**src/hw/rtl/zfu_pkg.sv**
```systemverilog
// Package for the Zba zero-extend pair fusion unit.
// Op kind codes, decoded instruction and fusion result types.
// No dependencies.
package zfu_pkg;

	localparam int unsigned OP_W  = 5;
	localparam int unsigned REG_W = 5;
	localparam int unsigned IMM_W = 12;

	localparam logic [OP_W-1:0] OP_OTHER  = 5'd0;
	localparam logic [OP_W-1:0] OP_LWU    = 5'd1;
	localparam logic [OP_W-1:0] OP_LBU    = 5'd2;
	localparam logic [OP_W-1:0] OP_LHU    = 5'd3;
	localparam logic [OP_W-1:0] OP_ZEXTH  = 5'd4;
	localparam logic [OP_W-1:0] OP_ADDUW  = 5'd5;
	localparam logic [OP_W-1:0] OP_ANDI   = 5'd6;
	localparam logic [OP_W-1:0] OP_SRLI   = 5'd7;
	localparam logic [OP_W-1:0] OP_SLLI   = 5'd8;
	localparam logic [OP_W-1:0] OP_ADD    = 5'd9;
	localparam logic [OP_W-1:0] OP_SH1ADD = 5'd10;
	localparam logic [OP_W-1:0] OP_SH3ADD = 5'd12;
	localparam logic [OP_W-1:0] OP_SLLIUW = 5'd16;

	// shNadd -> shNadd.uw code offset
	localparam logic [OP_W-1:0] SH_TO_UW = 5'd3;

	localparam logic [REG_W-1:0] X0 = 5'd0;
	localparam logic [IMM_W-1:0] IMM_WORD = 12'd32;

	typedef struct packed {
		logic [OP_W-1:0]  op;
		logic [REG_W-1:0] rd;
		logic [REG_W-1:0] rs1;
		logic [REG_W-1:0] rs2;
		logic [IMM_W-1:0] imm;
	} insn_t;

	typedef struct packed {
		logic             fused;
		logic [OP_W-1:0]  op;
		logic [REG_W-1:0] rd;
		logic [REG_W-1:0] rs1;
		logic [REG_W-1:0] rs2;
		logic [IMM_W-1:0] imm;
	} fuse_res_t;

endpackage

```
**src/hw/rtl/zfu_match.sv**
```systemverilog
// Pattern matcher for the Zba zero-extend pair fusion unit.
// Pure combinational: tries zext.w, redundant zext.w and .uw folding in order.
// Depends on zfu_pkg.
module zfu_match (
	input  logic              enable,
	input  zfu_pkg::insn_t    first,
	input  zfu_pkg::insn_t    second,
	output zfu_pkg::fuse_res_t res
);
	import zfu_pkg::*;

	logic clean;
	logic p1_hit;
	logic p2_hit;
	logic p3_base;
	logic add_hit;
	logic [REG_W-1:0] add_other;
	logic sh_hit;
	logic slli_hit;
	logic is_shadd;

	always_comb begin
		case (first.op)
			OP_LWU, OP_LBU, OP_LHU, OP_ZEXTH: clean = 1'b1;
			OP_ADDUW: clean = (first.rs2 == X0);
			OP_ANDI:  clean = !first.imm[IMM_W-1];
			// signed imm >= 32
			OP_SRLI:  clean = !first.imm[IMM_W-1] && (first.imm[IMM_W-2:5] != '0);
			default:  clean = 1'b0;
		endcase
	end

	assign p1_hit = (first.op == OP_SLLI) && (first.imm == IMM_WORD)
		&& (second.op == OP_SRLI) && (second.rd == first.rd)
		&& (second.rs1 == first.rd) && (second.imm == IMM_WORD) && (first.rd != X0);

	assign p2_hit = (second.op == OP_ADDUW) && (second.rs1 == second.rd)
		&& (second.rs2 == X0) && (second.rd != X0) && (first.rd == second.rd) && clean;

	assign p3_base = (first.op == OP_ADDUW) && (first.rs2 == X0)
		&& (first.rd != X0) && (second.rd == first.rd);

	always_comb begin
		add_other = second.rs2;
		if (second.rs1 != first.rd)
			add_other = second.rs1;
	end

	assign add_hit = (second.op == OP_ADD)
		&& ((second.rs1 == first.rd) || (second.rs2 == first.rd))
		&& (add_other != first.rd);

	assign is_shadd = (second.op >= OP_SH1ADD) && (second.op <= OP_SH3ADD);
	assign sh_hit = is_shadd && (second.rs1 == first.rd) && (second.rs2 != first.rd);

	// signed imm >= 1
	assign slli_hit = (second.op == OP_SLLI) && (second.rs1 == first.rd)
		&& !second.imm[IMM_W-1] && (second.imm != '0);

	always_comb begin
		res = '0;
		if (enable) begin
			if (p1_hit) begin
				res = '{1'b1, OP_ADDUW, first.rd, first.rs1, X0, '0};
			end else if (p2_hit) begin
				res = '{1'b1, first.op, first.rd, first.rs1, first.rs2, first.imm};
			end else if (p3_base && add_hit) begin
				res = '{1'b1, OP_ADDUW, first.rd, first.rs1, add_other, '0};
			end else if (p3_base && sh_hit) begin
				res = '{1'b1, OP_W'(second.op + SH_TO_UW), first.rd, first.rs1,
					second.rs2, '0};
			end else if (p3_base && slli_hit) begin
				res = '{1'b1, OP_SLLIUW, first.rd, first.rs1, X0, second.imm};
			end
		end
	end

endmodule

```
**src/hw/rtl/rv64_zba_zext_pair_fusion_unit.sv**
```systemverilog
// Top level of the Zba zero-extend pair fusion unit.
// Input register, zfu_match and result register. Depends on zfu_pkg, zfu_match.
//
// Usage:
//   Input: drive first_* / second_* with a decoded instruction pair and pulse
//   start. A pair transfers at a rising edge with start high and busy low.
//   busy is always low: one pair is taken every cycle, back to back.
//   Output: each accepted pair yields exactly one result, shown for one cycle
//   with done high. fused low means no replacement and all result fields 0.
//   A pair transferred at an edge goes through the input register and then the
//   result register; done is high while the result register holds it, and the
//   result transfers at the edge that ends the done cycle.
//   Throughput: one pair per cycle, set by the single pass of match logic.
//   Config: fusion_enable transfers when cfg_valid and cfg_ready are high;
//   cfg_ready is always high. Write it only while no pair is in flight.
//   Reset (arst_n low) clears the pipeline valid bits and sets fusion_enable.
//   The receiver cannot stall; results must be taken on the done cycle.
module rv64_zba_zext_pair_fusion_unit (
	input  logic                             clk,
	input  logic                             arst_n,
	input  logic                             start,
	output logic                             busy,
	input  logic [zfu_pkg::OP_W-1:0]         first_op,
	input  logic [zfu_pkg::REG_W-1:0]        first_rd,
	input  logic [zfu_pkg::REG_W-1:0]        first_rs1,
	input  logic [zfu_pkg::REG_W-1:0]        first_rs2,
	input  logic signed [zfu_pkg::IMM_W-1:0] first_imm,
	input  logic [zfu_pkg::OP_W-1:0]         second_op,
	input  logic [zfu_pkg::REG_W-1:0]        second_rd,
	input  logic [zfu_pkg::REG_W-1:0]        second_rs1,
	input  logic [zfu_pkg::REG_W-1:0]        second_rs2,
	input  logic signed [zfu_pkg::IMM_W-1:0] second_imm,
	input  logic                             cfg_valid,
	output logic                             cfg_ready,
	input  logic                             cfg_data,
	output logic                             done,
	output logic                             fused,
	output logic [zfu_pkg::OP_W-1:0]         out_op,
	output logic [zfu_pkg::REG_W-1:0]        out_rd,
	output logic [zfu_pkg::REG_W-1:0]        out_rs1,
	output logic [zfu_pkg::REG_W-1:0]        out_rs2,
	output logic signed [zfu_pkg::IMM_W-1:0] out_imm
);
	import zfu_pkg::*;

	logic      fusion_enable_q;
	logic      valid_s1;
	logic      valid_s2;
	insn_t     first_s1;
	insn_t     second_s1;
	fuse_res_t res_comb;
	fuse_res_t res_s2;

	assign busy      = 1'b0;
	assign cfg_ready = 1'b1;

	always_ff @(posedge clk or negedge arst_n) begin
		if (!arst_n) begin
			fusion_enable_q <= 1'b1;
		end else if (cfg_valid && cfg_ready) begin
			fusion_enable_q <= cfg_data;
		end
	end

	always_ff @(posedge clk or negedge arst_n) begin
		if (!arst_n) begin
			valid_s1 <= 1'b0;
			valid_s2 <= 1'b0;
		end else begin
			valid_s1 <= start && !busy;
			valid_s2 <= valid_s1;
		end
	end

	always_ff @(posedge clk) begin
		if (start && !busy) begin
			first_s1  <= '{first_op, first_rd, first_rs1, first_rs2, first_imm};
			second_s1 <= '{second_op, second_rd, second_rs1, second_rs2, second_imm};
		end
		if (valid_s1) begin
			res_s2 <= res_comb;
		end
	end

	zfu_match u_match (
		.enable (fusion_enable_q),
		.first  (first_s1),
		.second (second_s1),
		.res    (res_comb)
	);

	assign done    = valid_s2;
	assign fused   = res_s2.fused;
	assign out_op  = res_s2.op;
	assign out_rd  = res_s2.rd;
	assign out_rs1 = res_s2.rs1;
	assign out_rs2 = res_s2.rs2;
	assign out_imm = res_s2.imm;

endmodule

```
**config.mk**
```make
export PLATFORM = sky130hd
export DESIGN_NAME = rv64_zba_zext_pair_fusion_unit
export DESIGN_NICKNAME = d
export VERILOG_FILES = /design/src/hw/rtl/zfu_pkg.sv /design/src/hw/rtl/zfu_match.sv /design/src/hw/rtl/rv64_zba_zext_pair_fusion_unit.sv
export SDC_FILE = /design/constraint.sdc
export NUM_CORES = 1
export LEC_CHECK = 0
export BUFFER_PORTS_ARGS = -buffer_cell sky130_fd_sc_hd__buf_2
export CAP_MARGIN = 20
export CORE_ASPECT_RATIO = 0.6
export CORE_MARGIN = 2
export CORE_UTILIZATION = 38
export CTS_BUF_LIST = sky130_fd_sc_hd__clkbuf_8
export DETAILED_ROUTE_END_ITERATION = 8
export PLACE_DENSITY_LB_ADDON = 0.12
export SYNTH_ARGS = -nofsm -noshare
export SYNTH_HDL_FRONTEND = slang
export SYNTH_SLANG_ARGS = --single-unit
export TNS_END_PERCENT = 10
```
**constraint.sdc**
```tcl
create_clock -name clk -period 4.5 [get_ports clk]
set_input_delay 0.9 -clock clk [delete_from_list [all_inputs] [get_ports clk]]
set_output_delay 0.9 -clock clk [all_outputs]
set_load 0.05 [all_outputs]
```
======== After elaboration in Yosys (flattened, before gate mapping) ========
Index checks and enable logic that the tools add are counted.
word-level totals
  register bits after elaboration ......... 100
  input port bits ......................... 69
  output and inout port bits .............. 36
  logic and storage cells ................. 90
operators by class
  eq/ne operators ......................... 22
  $lt $le $gt $ge ......................... 2
  bitwise logic cells ..................... 1
  mux-type cells .......................... 7
  $add $sub $neg .......................... 1
  reductions and logical operators ........ 37
operators by type and width
  cell                                                                                 count
  33-bit 2-to-1 mux                                                                    5
  5-bit by 3-bit == test with 1-bit output, second input constant                      6
  1-bit logical AND                                                                    26
  5-bit == test                                                                        5
  12-bit by 6-bit == test with 1-bit output, second input constant                     2
  5-bit by 4-bit == test with 1-bit output, second input constant                      3
  5-bit inequality test                                                                3
  12-bit nonzero test                                                                  1
  5-bit by 2-bit == test with 1-bit output, second input constant                      2
  5-bit logical NOT                                                                    2
  5-bit nonzero test                                                                   2
  6-bit nonzero test                                                                   1
  5-bit by 2-bit adder with 5-bit output, second input constant                        1
  5-bit by 1-bit == test with 1-bit output, second input constant                      1
  5-bit by 4-bit greater-or-equal comparator with 1-bit output, second input constant  1
  5-bit by 4-bit <= comparator with 1-bit output, second input constant                1
  5-bit 2-to-1 mux                                                                     1
  1-bit case mux with 4 select lines                                                   1
  4-bit OR reduction                                                                   1
  1-bit logical NOT                                                                    2
  2-bit OR reduction                                                                   1
  1-bit logical OR                                                                     1
  1-bit inverter                                                                       1

======== Longest topological paths before layout ========
Gate-level depths: netlist of the first run.
  depth in word-level cells ............... 10
  gate-level depth with buffers ........... 9
  mapped depth without buffers ............ 7

======== Hierarchy ========
A second synthesis of the first run with hierarchy kept.
second synthesis, totals
  cells, all modules ...................... 283
  area total of the unflattened synthesis .. 4,420.5 µm²
by module, submodules not included
  module                          instances  cells each  area an instance (µm²)  sequential area each (µm²)
  rv64_zba_zext_pair_fusion_unit  1          105         3,026.7                 2,989.1
  zfu_match                       1          178         1,393.8                 0.0

======== Worst setup path after synthesis of the first run ========
No wires, ideal clock.
  path type ............................... register -> register
  start point ............................. register first_s1[29] in the netlist's numbering
  end point ............................... register res_s2, in the netlist out_imm[2] (data pin)
  setup time .............................. 0.256 ns
  data required time ...................... 4.244 ns
  data arrival time ....................... 2.192 ns
  stages on the path, launching flop included .. 8
  slack ................................... 2.052 ns
  path buffers ............................ 1
  period minus slack after synthesis ...... 2.448 ns
  cell sequence ........................... edfxtp_1 or4_4 nor4b_4 nand4_2 o41ai_4 or2_4 buf_12 nor2_2
on the way
  word-level cells in the longest chain between the ends .. 9
  elaborated cells between the ends (all ways) .. 28
  classes of those cells .................. eq/ne: 8; mux: 5; reduce/logical: 15
ends and longest elaborated chain
  item                                      RTL line                              source
  from (decl)                               rv64_zba_zext_pair_fusion_unit.sv:49  insn_t first_s1;
  from (signal assigned)                    rv64_zba_zext_pair_fusion_unit.sv:77  first_s1 <= '{first_op, first_rd, first_rs1, first_rs2, first_imm};
  5-bit by 3-bit == test with 1-bit output  zfu_match.sv:23, zfu_match.sv:40
  1-bit logical AND                         zfu_match.sv:40                       assign p3_base = (first.op == OP_ADDUW) && (first.rs2 == X0)
  1-bit logical AND (2 in a row)            zfu_match.sv:41                       && (first.rd != X0) && (second.rd == first.rd);
  1-bit logical AND                         zfu_match.sv:72                       end else if (p3_base && slli_hit) begin
  33-bit 2-to-1 mux                         zfu_match.sv:72
  33-bit 2-to-1 mux                         zfu_match.sv:69                       end else if (p3_base && sh_hit) begin
  33-bit 2-to-1 mux                         zfu_match.sv:67                       end else if (p3_base && add_hit) begin
  33-bit 2-to-1 mux                         zfu_match.sv:65                       end else if (p2_hit) begin
  to (signal assigned)                      rv64_zba_zext_pair_fusion_unit.sv:81  res_s2 <= res_comb;
  to (decl)                                 rv64_zba_zext_pair_fusion_unit.sv:52  fuse_res_t res_s2;
Several ways; a longest one is shown, not always the timed one.
A chain may end at the register's enable or synchronous reset.

======== Final worst setup path of the first run ========
  start point ............................. register first_s1[23] in the netlist's numbering
  end point ............................... register res_s2, in the netlist out_op[2] (data pin)
on the way
  word-level cells in the longest chain between the ends .. 8
  elaborated cells between the ends (all ways) .. 28
  classes of those cells .................. eq/ne: 7; mux: 5; reduce/logical: 16
ends and longest elaborated chain
  item                                                           RTL line                          source
  5-bit inequality test (tied with other cells)                  zfu_match.sv:45                   if (second.rs1 != first.rd)
  5-bit 2-to-1 mux (tied with other cells)                       zfu_match.sv:45
  5-bit inequality test (tied with other cells)                  zfu_match.sv:51                   && (add_other != first.rd);
  1-bit logical AND (on tied branches)                           zfu_match.sv:51, zfu_match.sv:69
  1-bit logical AND / 33-bit 2-to-1 mux (equally long branches)  zfu_match.sv:67, zfu_match.sv:69
  33-bit 2-to-1 mux                                              zfu_match.sv:67
  33-bit 2-to-1 mux                                              zfu_match.sv:65
  33-bit 2-to-1 mux *                                            zfu_match.sv:63                   if (p1_hit) begin
Every way passes the cells marked *; elsewhere a longest branch is shown, timed or not.

==> reports/metrics.cfg, run 1 <==
[run_status]
status = complete, no violations

[timing]
worst_slack_ns = 1.61
slew_violations = 0
fin_worst_skew_ns = 0.00753
slew_headroom_pct = 36.5
setup_viol = 0
rsz0062_at_grt = false
fin_tns_setup_ns = 0
tightest_slew_ns = 0.948
final_hold_viol_count = 0
fmax_ghz = 0.346
finalCriticalPeriod_ns = 2.89
period_share_pct = 64.2

[setup_path]
slowest_delay_ns = 0.76
cp-start-kind = flop
cp_num_buf_inv = 0
cp.arrival_ns = 2.95
required_ns = 4.56
slowest_stage = nor2_1
criticalPathCategory = reg -> reg
end_kind = flop
crit_chain = xor2_1, nor4_2, a21boi_0, a221oi_1, nor2_1, a21boi_0
critPathMaxFanout = 13
crit_family = simple AND/OR/NAND/NOR gates
crit_top_cell = a21boi_0

[synth]
synth_cell_types = 50
avgSynthCellArea_um2 = 14.8
synth-seq-cells = 100
synth_edf_count = 97
yosysWarnings = 0
async_flop_share_pct = 3.00
synth_nets = 361
syn_inst = 288
yosysSeqAreaShare_pct = 69.9
ys.flop_type = edfxtp_1
synth_area_mm2 = 0.00428

[place]
dp_hpwl_um = 7370
placed_cell_area_mm2 = 0.00491
gp_congestion = 0.872
post-place-ws_ns = 1.60
post-place-cells = 518
portBuffers = 102

[global_routing]
grt_pass1_wl_um = 14900
antenna_found_initial = 0
grt_pass1_vias = 2619
grt_max_degree = 43
grt_use_total_pct = 16.5
overflow = 0

[power]
irDropWorstVdd_mv = 0.176
p_per_area_mw_per_mm2 = 371
power.leakage_nw = 1.91

[detailed_routing]
via_per_inst = 5.10
vias = 2730
wl_per_cell_um = 18.2
drt-initial-drc-count = 189
dr.pass1.iters = 5
drc_errors = 0
routed_wl_um = 9740
ant_nets = 0

[cells_and_area]
layout-drive-gt1-share_pct = 36.4
antenna_cells = 0
num-fill-cells = 970
seq_area_mm2 = 0.00299
postLayoutCoreUtil_pct = 47.5
fin_area_mm2 = 0.00511
multi_input_area_mm2 = 0.00118
final_nets = 464
fin_cells = 535
area_delta_synth_final_pct = 19.6

[die]
die_w_um = 141
io_pins = 105
coreArea_mm2 = 0.0108
die_y_um = 86.2
start_util_pct = 39.7
dieArea_mm2 = 0.0121
row_count = 29

[clocking]
cts.repair.resized = 0
clockRootBuffer = clkbuf_8
clk_pin_slew_worst_paths_ns = 0.09
cts_setup_buffers = 0
clock_sinks = 100
ctsHtreeMaxLevel = 3
insertion_delay_ns = 0.36
cts_buffers = 9
cts_tree = built
clk_path_buf_depth = 2
cts_hold_buf = 0

[job]
maxCapViolations = 0

[worst_hold_path]
hold_path_class = in -> async

-- placed cells by master (no fill, tap or decap), drive strengths merged, types with 7 or more instances in the layout --
cell type / synthesis / routed
inv: 5 / 7
nor2: 19 / 19
clkbuf: 4 / 11
nand2: 20 / 20
a21oi: 16 / 16
o21ai: 7 / 7
a22oi: 18 / 18
nor3: 10 / 10
edfxtp: 97 / 97
nor4: 8 / 8
buf: 11 / 106
xnor2: 7 / 7
xor2: 16 / 16
-- state kept, by name, indices dropped and copies added, names as in the netlist --
| register | cells |
|---|---|
| done | 1 |
| fusion_enable_q | 1 |
| out_rd | 5 |
| out_op | 5 |
| out_imm | 12 |
| out_rs2 | 5 |
| valid_s1 | 1 |
| second_s1 | 32 |
| out_rs1 | 5 |
| first_s1 | 32 |
| fused | 1 |
-- cell type report --
type	count	area share, %
repair buffers	107	10.7
clock inverters	6	1.25
clock buffers	10	2.69
flip-flops and latches	100	58.4
well taps	139	3.40
multi-input cells	168	23.1
inverters	5	0.367
-- power breakdown --
group	total [W]	switching (W)	internal, W	leakage (nW)
Combinational	0.000175	0.000111	0.0000642	0.809
Clock	0.000577	0.000305	0.000272	0.104
Sequential	0.00115	0.0000596	0.00109	1.00
-- through the flow --
step                total power, W  hold WS [ns]
floorplan                  0.00126         0.546
global placement           0.00134         0.556
detailed placement         0.00134         0.571
CTS                        0.00191         0.298
global route               0.00198         0.285
finish                     0.00190         0.311
-- worst paths after layout --
check	slack (ns)	cells after the start	start	end
setup / recovery	1.61	6	first_s1[23]	out_op[2]
hold / removal	0.31	1	arst_n	done
setup reg to reg	1.61	6	first_s1[23]	out_op[2]
hold reg to reg	0.59	2	first_s1[17]	out_rs1[0]
max in group asynchronous	4.00	1	arst_n	fusion_enable_q
min in group clk	0.59	2	first_s1[17]	out_rs1[0]
-- synth_stat cells (2+ instances only) --
library cell  number  share of area (%)
nand2_1           20                1.8
buf_4              2               0.35
o2111ai_1          2               0.41
a22oi_1           18                3.2
buf_2              7               0.82
nor4_1             6               0.88
xnor2_1            7                1.4
mux2i_1            2               0.47
nor4b_1            2               0.41
nand3_1            4               0.47
xor2_1            16                3.3
nor3b_1            2               0.35
conb_1             2               0.18
a21boi_0           4               0.70
ha_1               4                1.2
nor3_1            10                1.2
dfrtp_1            2                1.2
inv_1              5               0.44
nor2_2            10                1.5
nand4_2            2               0.59
a211oi_1           2               0.35
edfxtp_1          97                 68
nor2b_1            2               0.29
clkbuf_1           4               0.35
or3_1              2               0.29
o21ai_0            7               0.82
a21oi_1           16                1.9
nor2_1             9               0.79
-- routing by layer --
layer	wire length (um)	share of wire (%)	track usage, %
met5	0	0	0
met4	99	1.0	4.64
met3	831	8.5	4.92
met2	3530	36	20.0
met1	5280	54	27.5
-- logic make-up after synthesis --
group,after synthesis,synth area share (%)
DFF,100,69.9
buffers and inverters,20,2.69
muxes,3,0.731
other,2,0.176
adders and majority gates,4,1.17
and+or+nand+nor,82,11.8
xor gates and xnor gates,23,4.71
AOI/OAI and AO/OA,54,8.81
Power figures use the tool's default switching activity.
==> inputs of run 2 (changes only) <==
==> constraint.sdc (replaced) <==
create_clock -name clk -period 2.82 [get_ports clk]
set_input_delay 0.564 -clock clk [delete_from_list [all_inputs] [get_ports clk]]
set_output_delay 0.564 -clock clk [all_outputs]
set_load 0.05 [all_outputs]
==> run 2 against run 1 <==
Non-clock buffer count increased by 7; power increased by 59%; global-route usage increased by 0.64 points; wire length grew 3.2%; sequential power is 59% higher; register-to-register slack worse by 1.4 ns; core utilization up 0.68 points; first-iteration DRC count down 8.5%; critical path type unchanged; largest cell class unchanged; highest routed layer unchanged.
==> reports/metrics.cfg, run 2 (synthesis gave the netlist of run 1 again) <==
[run_status]
status = complete, no violations

[clocking]
clockRootBuffer = clkbuf_8
clock_sinks = 100
cts_tree = built
clk_pin_slew_worst_paths_ns = 0.10
ctsHtreeMaxLevel = 3
insertion_delay_ns = 0.36
clk_path_buf_depth = 2
cts_buffers = 9
cts_setup_buffers = 0

[die]
die_y_um = 86.2
coreArea_mm2 = 0.0108
dieArea_mm2 = 0.0121
start_util_pct = 39.7
die_w_um = 141
row_count = 29
io_pins = 105

[timing]
slew_headroom_pct = 51.7
slew_violations = 0
period_share_pct = 91.3
setup_viol = 0
fmax_ghz = 0.389
finalCriticalPeriod_ns = 2.57
fin_tns_setup_ns = 0
tightest_slew_ns = 0.725
fin_worst_skew_ns = 0.0109
hold_ws_ns = 0.369
final_hold_viol_count = 0
rsz0062_at_grt = false

[power]
switching_share_pct = 25.3
power_frac_comb_pct = 9.7
power.leakage_nw = 1.96
p_clk_share_pct = 29.6
irDropWorstVdd_mv = 0.200
p_per_area_mw_per_mm2 = 582
totalPowerFinal_w = 0.00302
p_sw_w = 0.000762
pwr-share-seq_pct = 60.7
p_int_w = 0.00226

[cells_and_area]
area_delta_synth_final_pct = 21.3
num-fill-cells = 997
antenna_cells = 0
seq_area_mm2 = 0.00299
layout-drive-gt1-share_pct = 37.2
multi_input_area_mm2 = 0.00119
final_nets = 471
final_cell_mix = buf_2 (102), edfxtp_1 (97), nand2_1 (20)
layout_commonest_cell = buf_2
fin_cells = 542

[global_routing]
grt_pass1_wl_um = 15500
antenna_found_initial = 0
grt_max_degree = 66
overflow = 0
grt_pass1_vias = 2739
grt_use_total_pct = 17.2

[setup_path]
end_kind = flop
cp.arrival_ns = 2.79
criticalPathCategory = reg -> reg
crit_start = first_s1[22]
cp-start-kind = flop
crit_chain = xnor2_1, nor4b_1, nand4_2, and3b_1, or3b_1, a21oi_1
slowest_stage = edfxtp_1
reg2reg_from = first_s1[22]
slowest_delay_ns = 0.54
required_ns = 3.04
critPathMaxFanout = 7

[detailed_routing]
drc_errors = 0
drt-initial-drc-count = 173
dr.pass1.iters = 4
wl_per_cell_um = 18.5
routed_wl_um = 10000
via_per_inst = 5.12
vias = 2773
ant_nets = 0

[job]
maxCapViolations = 0

[place]
gp_congestion = 0.883
dp_hpwl_um = 7470
portBuffers = 102
post-place-cells = 525

[worst_hold_path]
hold_path_class = in -> reg
hp-start = first_rs1[1]

[run 2: cell count changes in the layout (fill, tap and decap cells not counted)]
cell           before  now
clkbuf_4            1    0
nor2_1              9    8
clkinv_4            1    2
nor2_2             10   11
inv_1               6    7
clkbuf_8           10    9
buf_4               4    9
dlygate4sd3_1       0    1
buf_12              0    2
clkinvlp_4          1    0
[run 2: through the flow]
| stage | instance area, um^2 | utilization [%] | setup slack (ns) |
|---|---|---|---|
| after floorplan | 4280 | - | 0.372 |
| after global placement | 4980 | 46.2 | 0.207 |
| after detailed placement | 4980 | 46.2 | 0.0669 |
| after CTS | 5190 | 48.1 | 0.0190 |
| after global routing | 5190 | 48.1 | 0.0651 |
| final | 5190 | 48.1 | 0.246 |
[run 2: worst paths after layout]
kind,to,slack [ns],cells past startpoint
min reg2reg,out_rs1[0],0.60,2
max,out_op[1],0.25,6
max in group asynchronous,fusion_enable_q,2.09,2
max reg2reg,out_op[1],0.25,6
min in group asynchronous,done,0.53,2
min,first_s1[18],0.37,1
[run 2: layout make-up]
type	count	share of cell area (%)
repair buffers	114	12.1
clock inverters	7	1.33
flip-flops and latches	100	57.6
multi-input cells	168	22.9
inverters	5	0.362
clock buffers	9	2.39
well taps	139	3.35
[run 2: per-layer routing]
layer | GRT usage (%) | up-vias | share of wire [%]
met4 | 4.91 | 0 | 0.72
met1 | 28.0 | 1325 | 54
met3 | 6.30 | 4 | 8.7
met5 | 0 | - | 0
li1 | - | 1318 | -
met2 | 20.5 | 126 | 36
[run 2: power by group through the flow]
stage / combinational, W / clock [W] / sequential [W]
5_1_grt: 0.000318 / 0.000994 / 0.00184
3_3_place_gp: 0.000294 / 0 / 0.00186
3_5_place_dp: 0.000293 / 0 / 0.00187
6_report: 0.000293 / 0.000893 / 0.00183
2_1_floorplan: 0.000132 / 0 / 0.00188
4_1_cts: 0.000295 / 0.000925 / 0.00183
[run 2: critical path: cells and delay by family, from the launching register on]
family,cells,cell delay (ns)
AND/OR/NAND/NOR,4,1.43
flip-flops,1,0.54
XOR/XNOR,1,0.30
AO/OA/AOI/OAI,1,0.15
[run 2: repair_timing]
item | CTS | global route
gates resized for setup | 0 | 1
hold buffers | 1 | 0
hold endpoints to repair | 2 | 0
setup endpoints to repair | 0 | 9
==> inputs of run 3 (changes only) <==
==> constraint.sdc (replaced) <==
create_clock -name clk -period 2.21 [get_ports clk]
set_input_delay 0.442 -clock clk [delete_from_list [all_inputs] [get_ports clk]]
set_output_delay 0.442 -clock clk [all_outputs]
set_load 0.05 [all_outputs]
==> run 3 against run 2 <==
The run now ends with setup timing left; critical path depth up 2; fmax up 7.0%; cell count up 14%; core utilization up 7.0 points; via count up 8.5%; global-route usage up 1.4 points; clock skew down 0.0022 ns; design area up 15%; first-iteration DRC count up 68%; highest routed layer unchanged.
==> reports/metrics.cfg, run 3 (synthesis gave the netlist of run 1 again) <==
[setup_path]
reg2reg_from = first_s1[26]
worst_r2r_endpoint = out_rs2[3]
regToRegSetupSlack_ns = -0.19
cp-start-kind = flop
end_kind = flop
cp.arrival_ns = 2.51
crit_start = first_s1[26]
slowest_delay_ns = 0.42
criticalPathCategory = reg -> reg
cp_num_buf_inv = 3
crit_top_cell = buf_4
crit_family = buffers and inverters
reg2reg_depth = 8
critPathMaxFanout = 7
endpoint = out_rs2[3]
slowest_stage = edfxtp_1
crit_chain = buf_4, xor2_1, nor4_4, nand4_2, buf_6, o41ai_4, buf_4, a21oi_1
required_ns = 2.32
cp_num_cells = 8

[timing]
hold_ws_ns = 0.242
worst_slack_ns = -0.195
period_share_pct = 109
rsz0062_at_grt = true
finalCriticalPeriod_ns = 2.40
fin_worst_skew_ns = 0.00869
final_hold_viol_count = 0
fmax_ghz = 0.416
setup_viol = 33
fin_tns_setup_ns = -5.54
slew_violations = 0

[job]
maxCapViolations = 0

[clocking]
insertion_delay_ns = 0.37
ctsHtreeMaxLevel = 3
clockRootBuffer = clkbuf_8
clk_path_buf_depth = 2
clk_pin_slew_worst_paths_ns = 0.09
cts_tree = built
clock_sinks = 100
cts_buffers = 9

[die]
die_w_um = 141
io_pins = 105
coreArea_mm2 = 0.0108
die_y_um = 86.2
start_util_pct = 39.7
row_count = 29
dieArea_mm2 = 0.0121

[cells_and_area]
final_nets = 548
final_cell_mix = buf_2 (102), edfxtp_1 (97), buf_4 (80)
postLayoutCoreUtil_pct = 55.2
layout_commonest_cell = buf_2
antenna_cells = 0
layout-drive-gt1-share_pct = 51.9
area_delta_synth_final_pct = 39.0

[global_routing]
grt_max_degree = 66
grt_use_total_pct = 18.6
grt_pass1_vias = 2976
antenna_found_initial = 0
grt_pass1_wl_um = 16700
overflow = 0

[place]
dp_hpwl_um = 7860
portBuffers = 102
gp_congestion = 0.825

[detailed_routing]
wl_per_cell_um = 17.4
routed_wl_um = 10800
drc_errors = 0
via_per_inst = 4.86
dr.pass1.iters = 5
drt-initial-drc-count = 290
vias = 3010
ant_nets = 0

[power]
power_frac_comb_pct = 14.0
power.leakage_nw = 2.37
p_per_area_mw_per_mm2 = 681
p_clk_share_pct = 29.1
irDropWorstVdd_mv = 0.350
switching_share_pct = 24.8
p_int_w = 0.00304
pwr-share-seq_pct = 56.8
p_sw_w = 0.00100

[run_status]
failed_checks = setup timing
status = complete, but fails checks

[worst_hold_path]
hold_path_class = in -> reg

[run 3: cell count changes in the layout (fill, tap and decap cells not counted), sizes merged]
| cell | change |
|---|---|
| inv | -2 |
| buf | +76 |
| or2 | +1 |
| clkbuf | +2 |
[run 3: worst register-to-register path, stage by stage, from the launching register on]
cell	delay, ns
edfxtp_1	0.42
buf_4	0.18
xor2_1	0.19
nor4_4	0.32
nand4_2	0.17
buf_6	0.17
o41ai_4	0.38
buf_4	0.24
a21oi_1	0.08
[run 3: per-stage QoR]
step / setup slack [ns] / area [um^2] / std cells / power, W
after detailed placement: -0.646 / 5470 / 592 / 0.00287
after floorplan: -0.181 / 4280 / 288 / 0.00257
after global routing: -0.298 / 5940 / 619 / 0.00422
after global placement: -0.521 / 5470 / 592 / 0.00286
after CTS: -0.194 / 5920 / 619 / 0.00408
final: -0.195 / 5940 / 619 / 0.00405
[run 3: worst min path at each step]
| stage | from | to | slack (ns) | cells past startpoint |
|---|---|---|---|---|
| finish | first_imm[9] | first_s1[9] | 0.24 | 1 |
| global route | first_rs2[4] | first_s1[16] | 0.21 | 1 |
| CTS | second_rd[4] | second_s1[26] | 0.22 | 1 |
| detailed placement | arst_n | valid_s1 | 0.24 | 1 |
| global placement | arst_n | done | 0.24 | 1 |
| floorplan | arst_n | done | 0.15 | 0 |
[run 3: cell type report]
type	count	area [um^2]
clock buffer	11	151
sequential	100	2990
tap	139	174
inverter	5	18.8
fill	912	4830
clock inverter	5	51.3
multi-input combinational	169	1340
timing repair buffer	190	1220
[run 3: per-layer routing]
layer  global-route usage (%)  vias to the layer above  routed length (um)  part of all wire [%]
met4                     4.91                        0                 112                   1.0
met5                        0                        -                   0                     0
li1                         -                     1471                   -                     -
met1                     31.5                     1394                5960                    55
met3                     5.97                       13                 858                   8.0
met2                     21.6                      132                3840                    36
[run 3: timing repair]
| action | in CTS | in global routing |
|---|---|---|
| pin swaps | 20 | 1 |
| endpoints found under the hold margin | 2 | 0 |
| endpoints found under the setup margin | 33 | 33 |
| cloned | 2 | 0 |
| buffers inserted | 8 | 0 |
| gates resized for setup | 34 | 6 |
| hold buffers | 1 | 0 |
[run 3: power by group through the flow]
stage          logic, W  registers, W  clock network [W]
2_1_floorplan  0.000168       0.00240                  0
3_3_place_gp   0.000524       0.00234                  0
3_5_place_dp   0.000524       0.00234                  0
4_1_cts        0.000564       0.00230            0.00122
5_1_grt        0.000609       0.00232            0.00129
6_report       0.000567       0.00230            0.00118
